$ cat src/sv/rfps_pkg.sv
// Shared types and constants for the rarest-first piece selector.
package rfps_pkg;

    localparam int INDEX_BITS  = 16;
    localparam int BLOCK_BITS  = 11;
    localparam int HOLD_BITS   = 8;
    localparam int SCORE_BITS  = 17;
    localparam int QUO_BITS    = 10;
    localparam int DVD_BITS    = 2 * QUO_BITS;
    localparam int QUEUE_DEPTH = 4;
    localparam int QPTR_BITS   = $clog2(QUEUE_DEPTH);
    localparam int QCNT_BITS   = $clog2(QUEUE_DEPTH + 1);
    localparam int IN_DATA_BITS  = 48;
    localparam int OUT_DATA_BITS = 16;
    localparam int OUT_USER_BITS = 2;

    localparam logic [BLOCK_BITS-1:0] MAX_BLOCKS  = 11'd1024;
    localparam logic [HOLD_BITS-1:0]  MAX_HOLDERS = 8'd255;
    localparam logic [QUO_BITS-1:0]   PER_MILLE   = 10'd1000;
    localparam logic [6:0]            SCORE_SCALE = 7'd100;
    localparam logic [SCORE_BITS-1:0] NO_HOLDER_RARITY = 17'd10000;

    typedef struct packed {
        logic [INDEX_BITS-1:0] index;
        logic                  partial;
        logic                  pending;
        logic [BLOCK_BITS-1:0] received;
        logic [BLOCK_BITS-1:0] total;
        logic [HOLD_BITS-1:0]  holders;
        logic                  last;
    } item_t;

endpackage

$ cat src/sv/rarest_first_piece_selector_unit.sv
// Back end: a record that is done or has no progress is popped and then updated;
// a partial record runs pop, two 10-step divisions in the shared divider, score, update.
// The back end takes a new record from the queue only once it has finished the last one.
// A four-entry queue lets the front end keep taking records while the divider runs.
// The result is registered and appears in the cycle after the last record's update.
// Reset (rst_n low, asynchronous) empties the queue and clears all scan state.
module rarest_first_piece_selector_unit (
    input  logic                                clk,
    input  logic                                rst_n,
    input  logic                                s_tvalid,
    output logic                                s_tready,
    // [15:0] piece_index, [16] piece_done, [27:17] received_blocks,
    // [38:28] total_blocks, [46:39] holder_count, [47] zero
    input  logic [rfps_pkg::IN_DATA_BITS-1:0]   s_tdata,
    input  logic                                s_tlast,
    output logic                                m_tvalid,
    input  logic                                m_tready,
    // [15:0] chosen_index
    output logic [rfps_pkg::OUT_DATA_BITS-1:0]  m_tdata,
    // [0] found, [1] chose_partial
    output logic [rfps_pkg::OUT_USER_BITS-1:0]  m_tuser
);

    logic            push;
    logic            pop;
    logic            queue_full;
    logic            queue_empty;
    rfps_pkg::item_t push_item;
    rfps_pkg::item_t pop_item;

    rfps_front u_front (
        .s_tvalid   (s_tvalid),
        .s_tready   (s_tready),
        .s_tdata    (s_tdata),
        .s_tlast    (s_tlast),
        .queue_full (queue_full),
        .push       (push),
        .item       (push_item)
    );

    rfps_queue u_queue (
        .clk       (clk),
        .rst_n     (rst_n),
        .push      (push),
        .push_item (push_item),
        .full      (queue_full),
        .pop       (pop),
        .pop_item  (pop_item),
        .empty     (queue_empty)
    );

    rfps_back u_back (
        .clk         (clk),
        .rst_n       (rst_n),
        .queue_empty (queue_empty),
        .queue_item  (pop_item),
        .pop         (pop),
        .m_tvalid    (m_tvalid),
        .m_tready    (m_tready),
        .m_tdata     (m_tdata),
        .m_tuser     (m_tuser)
    );

endmodule

$ cat src/sv/rfps_front.sv
// Front end: accepts piece records, saturates counts and classifies them.
module rfps_front (
    input  logic                             s_tvalid,
    output logic                             s_tready,
    // [15:0] piece_index, [16] piece_done, [27:17] received_blocks,
    // [38:28] total_blocks, [46:39] holder_count, [47] zero
    input  logic [rfps_pkg::IN_DATA_BITS-1:0] s_tdata,
    input  logic                             s_tlast,
    input  logic                             queue_full,
    output logic                             push,
    output rfps_pkg::item_t                  item
);

    logic                           done;
    logic [rfps_pkg::BLOCK_BITS-1:0] recv_raw;
    logic [rfps_pkg::BLOCK_BITS-1:0] total_raw;
    logic [rfps_pkg::HOLD_BITS-1:0]  hold_raw;
    logic [rfps_pkg::BLOCK_BITS-1:0] recv_sat;
    logic [rfps_pkg::BLOCK_BITS-1:0] total_sat;

    assign done      = s_tdata[16];
    assign recv_raw  = s_tdata[27:17];
    assign total_raw = s_tdata[38:28];
    assign hold_raw  = s_tdata[46:39];

    assign s_tready = !queue_full;
    assign push     = s_tvalid && !queue_full;

    always_comb
    begin
        total_sat = (total_raw > rfps_pkg::MAX_BLOCKS) ? rfps_pkg::MAX_BLOCKS : total_raw;
        recv_sat  = (recv_raw > rfps_pkg::MAX_BLOCKS) ? rfps_pkg::MAX_BLOCKS : recv_raw;
        // limit received to total
        if (recv_sat > total_sat)
        begin
            recv_sat = total_sat;
        end
        item.index    = s_tdata[rfps_pkg::INDEX_BITS-1:0];
        item.pending  = !done;
        item.partial  = !done && (recv_sat != '0);
        item.received = recv_sat;
        item.total    = total_sat;
        item.holders  = (hold_raw > rfps_pkg::MAX_HOLDERS) ? rfps_pkg::MAX_HOLDERS : hold_raw;
        item.last     = s_tlast;
    end

endmodule

$ cat src/sv/rfps_queue.sv
// Short queue between the front end and the scoring back end.
module rfps_queue (
    input  logic            clk,
    input  logic            rst_n,
    input  logic            push,
    input  rfps_pkg::item_t push_item,
    output logic            full,
    input  logic            pop,
    output rfps_pkg::item_t pop_item,
    output logic            empty
);

    rfps_pkg::item_t                 entry_reg [rfps_pkg::QUEUE_DEPTH];
    logic [rfps_pkg::QPTR_BITS-1:0]  wr_ptr_reg;
    logic [rfps_pkg::QPTR_BITS-1:0]  wr_ptr_next;
    logic [rfps_pkg::QPTR_BITS-1:0]  rd_ptr_reg;
    logic [rfps_pkg::QPTR_BITS-1:0]  rd_ptr_next;
    logic [rfps_pkg::QCNT_BITS-1:0]  count_reg;
    logic [rfps_pkg::QCNT_BITS-1:0]  count_next;

    assign full     = (count_reg == rfps_pkg::QCNT_BITS'(rfps_pkg::QUEUE_DEPTH));
    assign empty    = (count_reg == '0);
    assign pop_item = entry_reg[rd_ptr_reg];

    always_comb
    begin
        wr_ptr_next = push ? wr_ptr_reg + 1'b1 : wr_ptr_reg;
        rd_ptr_next = pop ? rd_ptr_reg + 1'b1 : rd_ptr_reg;
        count_next  = count_reg;
        if (push && !pop)
        begin
            count_next = count_reg + 1'b1;
        end
        else if (pop && !push)
        begin
            count_next = count_reg - 1'b1;
        end
    end

    always_ff @(posedge clk or negedge rst_n)
    begin
        if (!rst_n)
        begin
            wr_ptr_reg <= '0;
            rd_ptr_reg <= '0;
            count_reg  <= '0;
        end
        else
        begin
            wr_ptr_reg <= wr_ptr_next;
            rd_ptr_reg <= rd_ptr_next;
            count_reg  <= count_next;
        end
    end

    always_ff @(posedge clk)
    begin
        if (push)
        begin
            entry_reg[wr_ptr_reg] <= push_item;
        end
    end

endmodule

$ cat src/sv/rfps_back.sv
// Back end: scores partial pieces with a shared divider, tracks the best
// and rarest picks, and emits the choice at the end of a scan.
module rfps_back (
    input  logic                                clk,
    input  logic                                rst_n,
    input  logic                                queue_empty,
    input  rfps_pkg::item_t                     queue_item,
    output logic                                pop,
    output logic                                m_tvalid,
    input  logic                                m_tready,
    // [15:0] chosen_index
    output logic [rfps_pkg::OUT_DATA_BITS-1:0]  m_tdata,
    // [0] found, [1] chose_partial
    output logic [rfps_pkg::OUT_USER_BITS-1:0]  m_tuser
);

    localparam logic [2:0] S_IDLE  = 3'd0;
    localparam logic [2:0] S_DIV   = 3'd1;
    localparam logic [2:0] S_SCORE = 3'd2;
    localparam logic [2:0] S_UPD   = 3'd3;

    localparam logic [3:0] LAST_STEP = 4'(rfps_pkg::QUO_BITS - 1);

    logic [2:0]                        state_reg;
    logic [2:0]                        state_next;
    rfps_pkg::item_t                   cur_reg;

    logic [rfps_pkg::BLOCK_BITS-1:0]   rem_reg;
    logic [rfps_pkg::QUO_BITS-1:0]     quo_reg;
    logic [rfps_pkg::QUO_BITS-1:0]     dvd_reg;
    logic [rfps_pkg::BLOCK_BITS-1:0]   dsr_reg;
    logic [3:0]                        cnt_reg;
    logic                              phase_reg;
    logic [rfps_pkg::QUO_BITS-1:0]     permille_reg;
    logic [rfps_pkg::SCORE_BITS-1:0]   score_reg;

    logic [rfps_pkg::SCORE_BITS-1:0]   best_score_reg;
    logic [rfps_pkg::INDEX_BITS-1:0]   best_index_reg;
    logic                              have_partial_reg;
    logic [rfps_pkg::HOLD_BITS-1:0]    fewest_reg;
    logic [rfps_pkg::INDEX_BITS-1:0]   rarest_index_reg;
    logic                              have_pending_reg;

    logic                              out_valid_reg;
    logic [rfps_pkg::OUT_DATA_BITS-1:0] out_data_reg;
    logic [rfps_pkg::OUT_USER_BITS-1:0] out_user_reg;

    logic [rfps_pkg::DVD_BITS-1:0]     dividend;
    logic [rfps_pkg::BLOCK_BITS:0]     rem_shift;
    logic                              rem_ge;
    logic [rfps_pkg::BLOCK_BITS:0]     rem_diff;
    logic [rfps_pkg::QUO_BITS-1:0]     quo_step;
    logic [rfps_pkg::SCORE_BITS-1:0]   rarity;
    logic                              take_partial;
    logic                              take_rarest;
    logic                              have_partial_upd;
    logic                              have_pending_upd;
    logic [rfps_pkg::INDEX_BITS-1:0]   best_index_upd;
    logic [rfps_pkg::INDEX_BITS-1:0]   rarest_index_upd;
    logic                              out_blocked;
    logic                              upd_fire;

    assign m_tvalid = out_valid_reg;
    assign m_tdata  = out_data_reg;
    assign m_tuser  = out_user_reg;

    // received * 1000 always fits in twice the quotient width
    assign dividend = rfps_pkg::DVD_BITS'(queue_item.received) *
                      rfps_pkg::DVD_BITS'(rfps_pkg::PER_MILLE);

    // one restoring division step; the quotient is known to stay below 1024
    assign rem_shift = {rem_reg, dvd_reg[rfps_pkg::QUO_BITS-1]};
    assign rem_ge    = rem_shift >= {1'b0, dsr_reg};
    assign rem_diff  = rem_shift - {1'b0, dsr_reg};
    assign quo_step  = {quo_reg[rfps_pkg::QUO_BITS-2:0], rem_ge};

    assign rarity = (cur_reg.holders == '0) ? rfps_pkg::NO_HOLDER_RARITY
                                            : rfps_pkg::SCORE_BITS'(quo_reg);

    assign pop = (state_reg == S_IDLE) && !queue_empty;

    assign out_blocked = cur_reg.last && out_valid_reg && !m_tready;
    assign upd_fire    = (state_reg == S_UPD) && !out_blocked;

    always_comb
    begin
        take_partial = cur_reg.partial && (!have_partial_reg || score_reg > best_score_reg);
        take_rarest  = cur_reg.pending &&
                       (!have_pending_reg || cur_reg.holders < fewest_reg);
        have_partial_upd = have_partial_reg || take_partial;
        have_pending_upd = have_pending_reg || take_rarest;
        best_index_upd   = take_partial ? cur_reg.index : best_index_reg;
        rarest_index_upd = take_rarest ? cur_reg.index : rarest_index_reg;
    end

    always_comb
    begin
        state_next = state_reg;
        unique case (state_reg)
            S_IDLE:
            begin
                if (!queue_empty)
                begin
                    state_next = queue_item.partial ? S_DIV : S_UPD;
                end
            end
            S_DIV:
            begin
                if (cnt_reg == LAST_STEP && phase_reg)
                begin
                    state_next = S_SCORE;
                end
            end
            S_SCORE:
            begin
                state_next = S_UPD;
            end
            S_UPD:
            begin
                if (!out_blocked)
                begin
                    state_next = S_IDLE;
                end
            end
            default:
            begin
                state_next = S_IDLE;
            end
        endcase
    end

    always_ff @(posedge clk or negedge rst_n)
    begin
        if (!rst_n)
        begin
            state_reg        <= S_IDLE;
            best_score_reg   <= '0;
            best_index_reg   <= '0;
            have_partial_reg <= 1'b0;
            fewest_reg       <= '0;
            rarest_index_reg <= '0;
            have_pending_reg <= 1'b0;
            out_valid_reg    <= 1'b0;
        end
        else
        begin
            state_reg <= state_next;
            if (upd_fire && cur_reg.last)
            begin
                out_valid_reg <= 1'b1;
            end
            else if (out_valid_reg && m_tready)
            begin
                out_valid_reg <= 1'b0;
            end
            if (upd_fire)
            begin
                if (cur_reg.last)
                begin
                    // emit the choice and start a fresh scan
                    best_score_reg   <= '0;
                    best_index_reg   <= '0;
                    have_partial_reg <= 1'b0;
                    fewest_reg       <= '0;
                    rarest_index_reg <= '0;
                    have_pending_reg <= 1'b0;
                end
                else
                begin
                    if (take_partial)
                    begin
                        best_score_reg <= score_reg;
                    end
                    if (take_rarest)
                    begin
                        fewest_reg <= cur_reg.holders;
                    end
                    best_index_reg   <= best_index_upd;
                    rarest_index_reg <= rarest_index_upd;
                    have_partial_reg <= have_partial_upd;
                    have_pending_reg <= have_pending_upd;
                end
            end
        end
    end

    always_ff @(posedge clk)
    begin
        if (pop)
        begin
            cur_reg   <= queue_item;
            rem_reg   <= rfps_pkg::BLOCK_BITS'(dividend[rfps_pkg::DVD_BITS-1:rfps_pkg::QUO_BITS]);
            dvd_reg   <= dividend[rfps_pkg::QUO_BITS-1:0];
            dsr_reg   <= queue_item.total;
            quo_reg   <= '0;
            cnt_reg   <= '0;
            phase_reg <= 1'b0;
        end
        else if (state_reg == S_DIV)
        begin
            if (cnt_reg == LAST_STEP && !phase_reg)
            begin
                // hold per mille, then divide 1000 by the holder count
                permille_reg <= quo_step;
                rem_reg      <= '0;
                dvd_reg      <= rfps_pkg::PER_MILLE;
                dsr_reg      <= rfps_pkg::BLOCK_BITS'(cur_reg.holders);
                quo_reg      <= '0;
                cnt_reg      <= '0;
                phase_reg    <= 1'b1;
            end
            else
            begin
                rem_reg <= rem_ge ? rem_diff[rfps_pkg::BLOCK_BITS-1:0]
                                  : rem_shift[rfps_pkg::BLOCK_BITS-1:0];
                dvd_reg <= {dvd_reg[rfps_pkg::QUO_BITS-2:0], 1'b0};
                quo_reg <= quo_step;
                cnt_reg <= cnt_reg + 1'b1;
            end
        end
        if (state_reg == S_SCORE)
        begin
            score_reg <= rfps_pkg::SCORE_BITS'(permille_reg) *
                         rfps_pkg::SCORE_BITS'(rfps_pkg::SCORE_SCALE) + rarity;
        end
        if (upd_fire && cur_reg.last)
        begin
            if (have_partial_upd)
            begin
                out_data_reg <= best_index_upd;
                out_user_reg <= 2'b11;
            end
            else if (have_pending_upd)
            begin
                out_data_reg <= rarest_index_upd;
                out_user_reg <= 2'b01;
            end
            else
            begin
                out_data_reg <= '0;
                out_user_reg <= 2'b00;
            end
        end
    end

endmodule
$ cat config.mk
export PLATFORM = sky130hd
export DESIGN_NAME = rarest_first_piece_selector_unit
export DESIGN_NICKNAME = d
export VERILOG_FILES = /design/src/sv/rfps_pkg.sv /design/src/sv/rarest_first_piece_selector_unit.sv /design/src/sv/rfps_front.sv /design/src/sv/rfps_queue.sv /design/src/sv/rfps_back.sv
export SDC_FILE = /design/constraint.sdc
export NUM_CORES = 1
export LEC_CHECK = 0
export BUFFER_PORTS_ARGS = -buffer_cell sky130_fd_sc_hd__buf_2
export CAP_MARGIN = 30
export CORE_MARGIN = 8
export CORE_UTILIZATION = 35
export CTS_CLUSTER_DIAMETER = 60
export DETAILED_ROUTE_END_ITERATION = 16
export SYNTH_ARGS = -nofsm -noshare
export SYNTH_HDL_FRONTEND = slang
export SYNTH_SLANG_ARGS = --single-unit
$ cat constraint.sdc
create_clock -name clk -period 16.1 [get_ports clk]
set_clock_uncertainty 0.2 [all_clocks]
set_input_delay 4.83 -clock clk [delete_from_list [all_inputs] [get_ports clk]]
set_output_delay 4.83 -clock clk [all_outputs]
set_load 0.05 [all_outputs]
==> flow_summary.json, run 1 <==
{
  "outcome": "finished clean",
  "max_slew_margin": 0.3995,
  "min_to": "u_back.rem_reg[10]",
  "clkTransAtPathRegs_ns": 0.06,
  "cts_buffers": 42,
  "dieArea_sq_um": 64780,
  "cp.required_ns": 16.29,
  "clk_latency_ns": 0.57,
  "avgSynthCellArea_sq_um": 13.35,
  "finalSetupTns_ns": 0,
  "yosysUniqueCellTypes": 76,
  "io-pin-count": 73,
  "fin_nets": 1807,
  "area_growth_pct": 12.91,
  "io_buffers": 71,
  "cpMaxStageDelayCell": "a2111oi_0",
  "initial_core_util": 0.3538,
  "clk_path_buf_depth": 3,
  "crit_type": "input pin to register",
  "tightest_slew_ns": 0.8974,
  "drcViolationCount": 0,
  "postLayoutCoreUtil": 0.3995,
  "ys_seq_elements": 381,
  "grt_first_pass_wirelength_microns": 65900,
  "drv_slew": 0,
  "ctsHoldBuffers": 0,
  "antennaDiodeCount": 0,
  "crit_top_cell": "a21oi_1",
  "highest_layer": "met4",
  "cts_root_buf": "clkbuf_16",
  "post_cts_buffers": 0,
  "start_kind": "input pin",
  "fmax_mhz": 137.8,
  "hold_path_class": "register to register",
  "largest_reg_flops": 196,
  "dp_hpwl_microns": 27710,
  "wl_met2_microns": 19300,
  "ys.flop_type": "edfxtp_1",
  "r2r_setup_slack_ns": 10.58,
  "hold_depth": 2,
  "setup_viol": 0,
  "overflow": 0,
  "cts_num_sinks": 381,
  "critPathCaptureType": "register",
  "critPathTopFamily": "compound AO/OA/AOI/OAI gates",
  "detail-route-antenna-nets": 0,
  "syn-num-nets": 1729,
  "avgRoutedWirePerCell_microns": 17.10,
  "detail_route.iter0.violations": 635,
  "finalWirelength_microns": 40330,
  "drive_gt1_frac": 0.1535,
  "crit_buf_inv": 3,
  "cap_violations": 0,
  "die_h_microns": 254.5,
  "die_w_microns": 254.5,
  "vias_per_cell": 5.062,
  "met3_length_microns": 1569,
  "cp.arrival_ns": 7.44,
  "reg2regPathDepth": 15,
  "rows": 87,
  "grt_setup_unrepaired": "no",
  "synth_edf_count": 296,
  "core-area_sq_um": 56280,
  "vias": 11942,
  "hold_violations": 0,
  "grt_pass1_vias": 12316,
  "antenna_found_initial": 0,
  "async_flop_share": 0.1811,
  "period_needed_ns": 7.256,
  "tritoncts": "yes",
  "yosys_warnings": 0,
  "timing.rr.start": "u_queue.rd_ptr_reg[0]",
  "hp-start": "u_back.rem_reg[10]",
  "fin_crit_sh": 0.4507,
  "synth_area_sq_um": 19910,
  "grt_max_degree": 50,
  "cts_resized": 0,
  "reg2reg_to": "u_back.rem_reg[4]",
  "met1_length_microns": 18620,
  "dr.pass1.iters": 7,
  "cp_max_fo": 10,
  "netlist_instances": 1492,
  "h-tree-depth": 2,
  "grt_util_all_layers": 0.1259,
  "path_cells": "buf_2 -> clkinv_1 -> nand2_1 -> ha_1 -> a21o_1 -> a21oi_1 -> nor2b_1 -> o31ai_1 -> a21oi_1 -> buf_4 -> a2111oi_0 -> a221o_1",
  "cp_slowest_stage_delay_ns": 0.32,
  "place.gp.congestion": 0.8169,
  "ys_seq_area_frac": 0.5492
}
per-stage QoR:
step | worst slack (ns) | cells | hold WS, ns | cell area (sq um)
2_1_floorplan | 8.758 | 1492 | 0.2258 | 19910
3_3_place_gp | 8.125 | 2275 | 0.2442 | 21070
3_5_place_dp | 8.258 | 2282 | 0.2503 | 21150
4_1_cts | 8.872 | 2359 | 0.2637 | 22480
5_1_grt | 8.585 | 2359 | 0.2965 | 22480
6_report | 8.844 | 2359 | 0.2610 | 22480
worst reg2reg max path: stages (launching register included):
cell and delay (ns):
dfrtp_4 0.61, mux4_2 0.65, fa_1 0.62, xor2_1 0.18, ha_1 0.25, inv_1 0.08, fa_1 0.43, fa_1 0.51
inv_1 0.04, ha_1 0.32, a21o_1 0.21, a2111oi_0 0.59, nor2_1 0.11, a21oi_1 0.20, xor2_1 0.17, o22ai_1 0.10
layout make-up:
| cell class | count | area (sq um) |
|---|---|---|
| repair buffers | 93 | 545.5 |
| clock inverters | 20 | 188.9 |
| multi-input cells | 877 | 8058 |
| fillers | 5238 | 33790 |
| clock buffers | 57 | 1149 |
| inverters | 175 | 656.9 |
| flip-flops and latches | 381 | 10940 |
| well taps | 756 | 945.9 |
how the worst max path moves through the flow:
stage	end	from	slack (ns)	depth (start not counted)
after floorplan	u_queue.entry_reg[0][32]	s_tdata[27]	8.76	10
after global placement	u_queue.entry_reg[0][32]	s_tdata[38]	8.12	11
after detailed placement	u_queue.entry_reg[0][32]	s_tdata[38]	8.26	11
after CTS	u_queue.entry_reg[1][32]	s_tdata[38]	8.87	12
after global routing	u_queue.entry_reg[1][32]	s_tdata[38]	8.58	12
final	u_queue.entry_reg[1][32]	s_tdata[38]	8.84	12
routing by layer:
layer | track usage | up-vias
li1 | - | 5706
met1 | 0.1679 | 5975
met2 | 0.2102 | 203
met3 | 0.02252 | 58
met4 | 0.03350 | 0
met5 | 0 | -
cell usage in the layout (no fill, tap or decap), types with 41 or more instances in the layout:
| master | n |
|---|---|
| nand2_1 | 117 |
| inv_1 | 171 |
| a21oi_1 | 41 |
| buf_2 | 72 |
| ha_1 | 143 |
| edfxtp_1 | 296 |
| nor2_1 | 43 |
| clkbuf_16 | 43 |
| mux4_2 | 49 |
| fa_1 | 41 |
| dfrtp_1 | 67 |
cell usage after synthesis (all sizes together) (3+ instances only):
library cell,count,area [sq um]
edfxtp,296,8889
inv,174,653.1
ha,143,1789
nand2,117,439.2
dfrtp,69,1727
o21ai,64,320.3
mux4,49,1104
nor2,46,175.2
a21oi,41,205.2
fa,41,820.8
clkbuf,38,142.6
xnor2,27,236.5
mux2i,26,260.3
buf,21,137.6
nor2b,21,131.4
a22o,20,175.2
o2111ai,19,166.4
o311ai,19,196.4
o21a,17,127.6
a21o,16,120.1
dfxtp,16,320.3
o221ai,16,202.7
a2bb2oi,15,131.4
a32o,15,150.1
xor2,15,131.4
nor3,14,75.07
mux2,12,135.1
and2,11,68.82
nand2b,10,62.56
nand4,9,56.30
o22ai,9,56.30
and3,8,50.05
nand3,7,35.03
nor4,7,43.79
o31ai,7,66.31
or2,7,48.80
o211ai,6,50.05
a211oi,5,37.54
or3,5,31.28
a2111oi,4,53.81
o22a,4,35.03
o21bai,3,22.52
o31a,3,26.28
cell families (layout without fill, tap and decap cells):
family,count (synthesis),in the layout,share of synthesized area
flip-flops,381,381,0.5492
AO/OA/AOI/OAI,297,297,0.1157
AND/OR/NAND/NOR,267,267,0.06321
buffers and inverters,234,345,0.04706
adder cells (fa/ha/maj),184,184,0.1311
multiplexers,87,87,0.07528
XOR/XNOR,42,42,0.01847
Power of run 1 is not shown: default switching activity piles up to over one toggle a cycle in this logic, so the estimate is an artifact.
==> run 2: changes to the inputs <==
Clock period 16.1 ns to 7 ns, I/O delays scaled along.
==> run 2 against run 1 <==
- count of clock-buffer cells in the layout did not move
- via count rose by 0.34%
- wire length rose by 0.14%
- global-route usage rose by 0.076 points
- final cell count barely moved
- largest cell class unchanged
==> flow_summary.json, run 2 (synthesized netlist as in run 1, its figures left out) <==
{
  "cp_slowest_stage_delay_ns": 0.63,
  "clk_path_buf_depth": 3,
  "cts_resized": 0,
  "detail_route.iter0.violations": 722,
  "cp.required_ns": 7.11,
  "reg2regPathDepth": 15,
  "largest_reg_flops": 196,
  "antennaDiodeCount": 0,
  "layout_commonest_cell": "edfxtp_1",
  "crit_type": "register to register",
  "fin_nets": 1808,
  "dieArea_sq_um": 64780,
  "outcome": "finished clean",
  "r2r_setup_slack_ns": 1.54,
  "tritoncts": "yes",
  "finalSetupTns_ns": 0,
  "max_slew_margin": 0.3716,
  "drive_gt1_frac": 0.1539,
  "place.gp.congestion": 0.8264,
  "hp-start": "u_back.rem_reg[10]",
  "antenna_found_initial": 0,
  "cpMaxStageDelayCell": "mux4_2",
  "h-tree-depth": 2,
  "setup_viol": 0,
  "cts_root_buf": "clkbuf_16",
  "dp.cells": 2282,
  "critPathCaptureType": "register",
  "grt_max_degree": 51,
  "die_h_microns": 254.5,
  "crit_top_cell": "fa_1",
  "detail-route-antenna-nets": 0,
  "min_to": "u_back.rem_reg[10]",
  "grt-busiest-layer": "met2",
  "fmax_mhz": 183.1,
  "io_buffers": 71,
  "tightest_slew_ns": 0.9426,
  "n_fill_cell": 5266,
  "dr.pass1.iters": 5,
  "cap_violations": 0,
  "start_kind": "register",
  "cts_num_sinks": 381,
  "rows": 87,
  "grt_util_all_layers": 0.1266,
  "grt.met2_usage": 0.2133,
  "ctsHoldBuffers": 0,
  "clkTransAtPathRegs_ns": 0.06,
  "io-pin-count": 73,
  "use_met1": 0.1672,
  "area_growth_pct": 12.81,
  "overflow": 0,
  "finalWirelength_microns": 40390,
  "layout.cells.non_filler": 2361,
  "avgRoutedWirePerCell_microns": 17.11,
  "initial_core_util": 0.3538,
  "clk_latency_ns": 0.57,
  "hold_depth": 2,
  "cts_buffers": 43,
  "crit_start": "u_queue.rd_ptr_reg[0]",
  "timing.rr.start": "u_queue.rd_ptr_reg[0]",
  "dp_hpwl_microns": 27490,
  "post_cts_buffers": 0,
  "grt_use_met3": 0.02466,
  "hold_violations": 0,
  "period_needed_ns": 5.462,
  "grt_first_pass_wirelength_microns": 66340,
  "postLayoutCoreUtil": 0.3992,
  "path_cells": "mux4_2 -> fa_1 -> xor2_1 -> ha_1 -> inv_1 -> fa_1 -> fa_1 -> inv_1 -> ha_1 -> a21o_1 -> a2111oi_0 -> nor2_1 -> a21oi_1 -> xor2_1 -> o22ai_1",
  "die_w_microns": 254.5,
  "fin_crit_sh": 0.7803,
  "hold_path_class": "register to register",
  "drcViolationCount": 0,
  "cp.arrival_ns": 5.57,
  "cp_max_fo": 12,
  "grt_setup_unrepaired": "no",
  "vias_per_cell": 5.075,
  "drv_slew": 0,
  "core-area_sq_um": 56280,
  "grt_pass1_vias": 12250,
  "vias": 11983,
  "reg2reg_to": "u_back.rem_reg[4]",
  "layout_common_cells": "296 x edfxtp_1, 171 x inv_1, 143 x ha_1"
}
run 2: changes by cell type in the layout (fill, tap and decap cells not counted), moves of 2 or more:
cell	change
clkinv_2	+5
clkinv_4	+3
inv_6	-4
clkinvlp_4	-2
run 2: worst max-delay path by stage:
stage	to	slack [ns]	cells after the start
6_report	u_back.rem_reg[4]	1.54	15
5_1_grt	u_back.rem_reg[4]	1.13	15
4_1_cts	u_back.rem_reg[4]	1.49	15
3_5_place_dp	u_back.rem_reg[4]	1.50	15
3_3_place_gp	u_back.rem_reg[4]	1.51	15
2_1_floorplan	u_back.rem_reg[8]	1.40	17
run 2: stage by stage:
step                hold WS, ns  setup slack (ns)  instance area (sq um)
CTS                      0.2652             1.486                  22460
global placement         0.2425             1.506                  21070
floorplan                0.2258             1.405                  19910
global route             0.2873             1.128                  22460
finish                   0.2635             1.538                  22460
detailed placement       0.2521             1.497                  21140
run 2: layout make-up:
type                    count  area (sq um)  share of cell area
clock buffers              57          1149             0.05113
clock inverters            22         176.4            0.007853
inverters                 175         656.9             0.02924
multi-input cells         877          8054              0.3585
flip-flops and latches    381         10940              0.4870
well taps                 756         945.9             0.04211
repair buffers             93         541.8             0.02412
run 2: per-layer routing:
metal,part of all wire,up-vias
met3,0.042,54
met1,0.46,5997
met2,0.48,212
met4,0.019,0
met5,0,-
li1,-,5720
run 2: worst max-delay path, delay by kind of cell, from the launching register on:
family	cells	cell delay (ns)
adders and majority gates	5	2.12
buffers and inverters	2	0.12
muxes	1	0.63
xor gates and xnor gates	2	0.36
and+or+nand+nor	1	0.11
AOI/OAI and AO/OA	4	1.08
DFF	1	0.58
Power of run 2 is left out for the same reason.
==> run 3: changes to the inputs <==
Clock period 7 ns to 4.4 ns, I/O delays scaled along.
==> run 3 against run 2 <==
- count of clock-buffer cells in the layout is 5 higher
- final cell count rose by 3.0%
- via count rose by 1.6%
- sequential share of layout area fell by 1.8 points
- flip-flop and latch count stayed put
- global-route usage increased by 0.060 points
- register-to-register slack lost 2.1 ns
- non-clock buffer count increased by 69
- the run now ends with setup timing left
- critical path depth increased by 1
- wire length up 1.4%
==> flow_summary.json, run 3 (synthesized netlist as in run 1, its figures left out) <==
{
  "crit_type": "register to register",
  "ctsHoldBuffers": 0,
  "r2r_setup_slack_ns": -0.60,
  "io_buffers": 71,
  "grt_first_pass_wirelength_microns": 66610,
  "vias_per_cell": 5.006,
  "die_h_microns": 254.5,
  "cp.required_ns": 4.59,
  "largest_reg_flops": 196,
  "worstSetupEndpoint": "u_back.rem_reg[8]",
  "hold_path_class": "register to register",
  "fmax_mhz": 199.9,
  "die_w_microns": 254.5,
  "grt_util_all_layers": 0.1272,
  "avgRoutedWirePerCell_microns": 16.84,
  "detail_route.iter0.violations": 786,
  "fin_ws_ns": -0.6023,
  "cap_violations": 0,
  "overflow": 0,
  "io-pin-count": 73,
  "period_needed_ns": 5.002,
  "dieArea_sq_um": 64780,
  "antenna_found_initial": 1,
  "grt_pass1_vias": 12555,
  "crit_start": "u_queue.rd_ptr_reg[0]",
  "place.gp.congestion": 0.7943,
  "hold_violations": 0,
  "layout_common_cells": "296 x edfxtp_1, 159 x inv_1, 137 x ha_1",
  "area_growth_pct": 17.07,
  "h-tree-depth": 2,
  "layout_commonest_cell": "edfxtp_1",
  "fin_nets": 1877,
  "layout.cells.non_filler": 2431,
  "outcome": "finished with violations",
  "fin_crit_sh": 1.137,
  "tritoncts": "yes",
  "clkTransAtPathRegs_ns": 0.05,
  "clk_latency_ns": 0.57,
  "cts_buffers": 43,
  "fin_hold_ws_ns": 0.2613,
  "cts_root_buf": "clkbuf_16",
  "timing.rr.start": "u_queue.rd_ptr_reg[0]",
  "max_slew_margin": 0.3824,
  "core-area_sq_um": 56280,
  "cp.arrival_ns": 5.19,
  "cp_max_fo": 5,
  "dp.cells": 2344,
  "grt_max_degree": 50,
  "drv_slew": 0,
  "reg2regPathDepth": 16,
  "start_kind": "register",
  "finalWirelength_microns": 40940,
  "vias": 12169,
  "dp_hpwl_microns": 28800,
  "critPathCaptureType": "register",
  "setup_viol": 11,
  "rows": 87,
  "grt_setup_unrepaired": "yes",
  "dr.pass1.iters": 7,
  "clk_path_buf_depth": 3,
  "drive_gt1_frac": 0.2131,
  "detail-route-antenna-nets": 0,
  "initial_core_util": 0.3538,
  "failed_checks": "setup timing",
  "tightest_slew_ns": 0.9262,
  "cts_num_sinks": 381,
  "antennaDiodeCount": 0,
  "reg2reg_to": "u_back.rem_reg[8]",
  "drcViolationCount": 0
}
-- run 3: cell types whose count changed in the layout (fill, tap and decap cells not counted), moves of 7 or more --
cell / delta
a21oi_1: -7
inv_2: +8
a21oi_2: +7
inv_1: -12
buf_4: +59
-- run 3: per-layer routing --
| layer | vias up | wire length [microns] | track usage |
|---|---|---|---|
| met4 | 0 | 952 | 0.04086 |
| met3 | 59 | 1322 | 0.01773 |
| met2 | 185 | 20480 | 0.2232 |
| met1 | 6079 | 18190 | 0.1611 |
| met5 | - | 0 | 0 |
| li1 | 5846 | - | - |
-- run 3: layout make-up --
class | instances | area, sq um
fill | 5161 | 32970
sequential | 381 | 10940
multi-input combinational | 877 | 8229
clock buffer | 62 | 1227
timing repair buffer | 162 | 1154
tap | 756 | 945.9
inverter | 175 | 666.9
clock inverter | 18 | 147.6
-- run 3: through the flow --
stage,util,setup slack [ns],TNS [ns],area (sq um)
2_1_floorplan,-,-0.4455,-2.564,20060
3_3_place_gp,0.3866,-0.5193,-4.139,21760
3_5_place_dp,0.3871,-0.6119,-4.458,21790
4_1_cts,0.4122,-0.6277,-4.483,23200
5_1_grt,0.4142,-0.7883,-6.096,23310
6_report,0.4142,-0.6023,-4.284,23310
-- run 3: worst min path at each step --
stage,startpoint,endpoint,slack (ns),cells past startpoint
2_1_floorplan,u_back.rem_reg[10],u_back.rem_reg[10],0.23,2
3_3_place_gp,u_back.rem_reg[10],u_back.rem_reg[10],0.25,2
3_5_place_dp,u_back.rem_reg[10],u_back.rem_reg[10],0.25,2
4_1_cts,u_back.rem_reg[10],u_back.rem_reg[10],0.26,2
5_1_grt,u_back.rem_reg[10],u_back.rem_reg[10],0.28,2
6_report,u_back.rem_reg[10],u_back.rem_reg[10],0.26,2
-- run 3: timing repair --
item / 4_1_cts / 5_1_grt
pin swaps: 16 / 14
buffers inserted: 2 / 5
gates resized for setup: 11 / 15
setup endpoints to repair: 11 / 11
-- run 3: worst max-delay path, stage by stage (launching register included) --
cell and delay, ns:
dfrtp_4 0.53, buf_6 0.14, buf_4 0.12, buf_4 0.16, mux4_2 0.48, ha_1 0.35
fa_1 0.54, inv_1 0.05, fa_1 0.45, ha_1 0.31, ha_1 0.30, o21a_1 0.19
nand2_1 0.09, o31ai_2 0.29, nand2_1 0.13, or4_4 0.43, o2111ai_2 0.07
Power of run 3 is left out for the same reason.
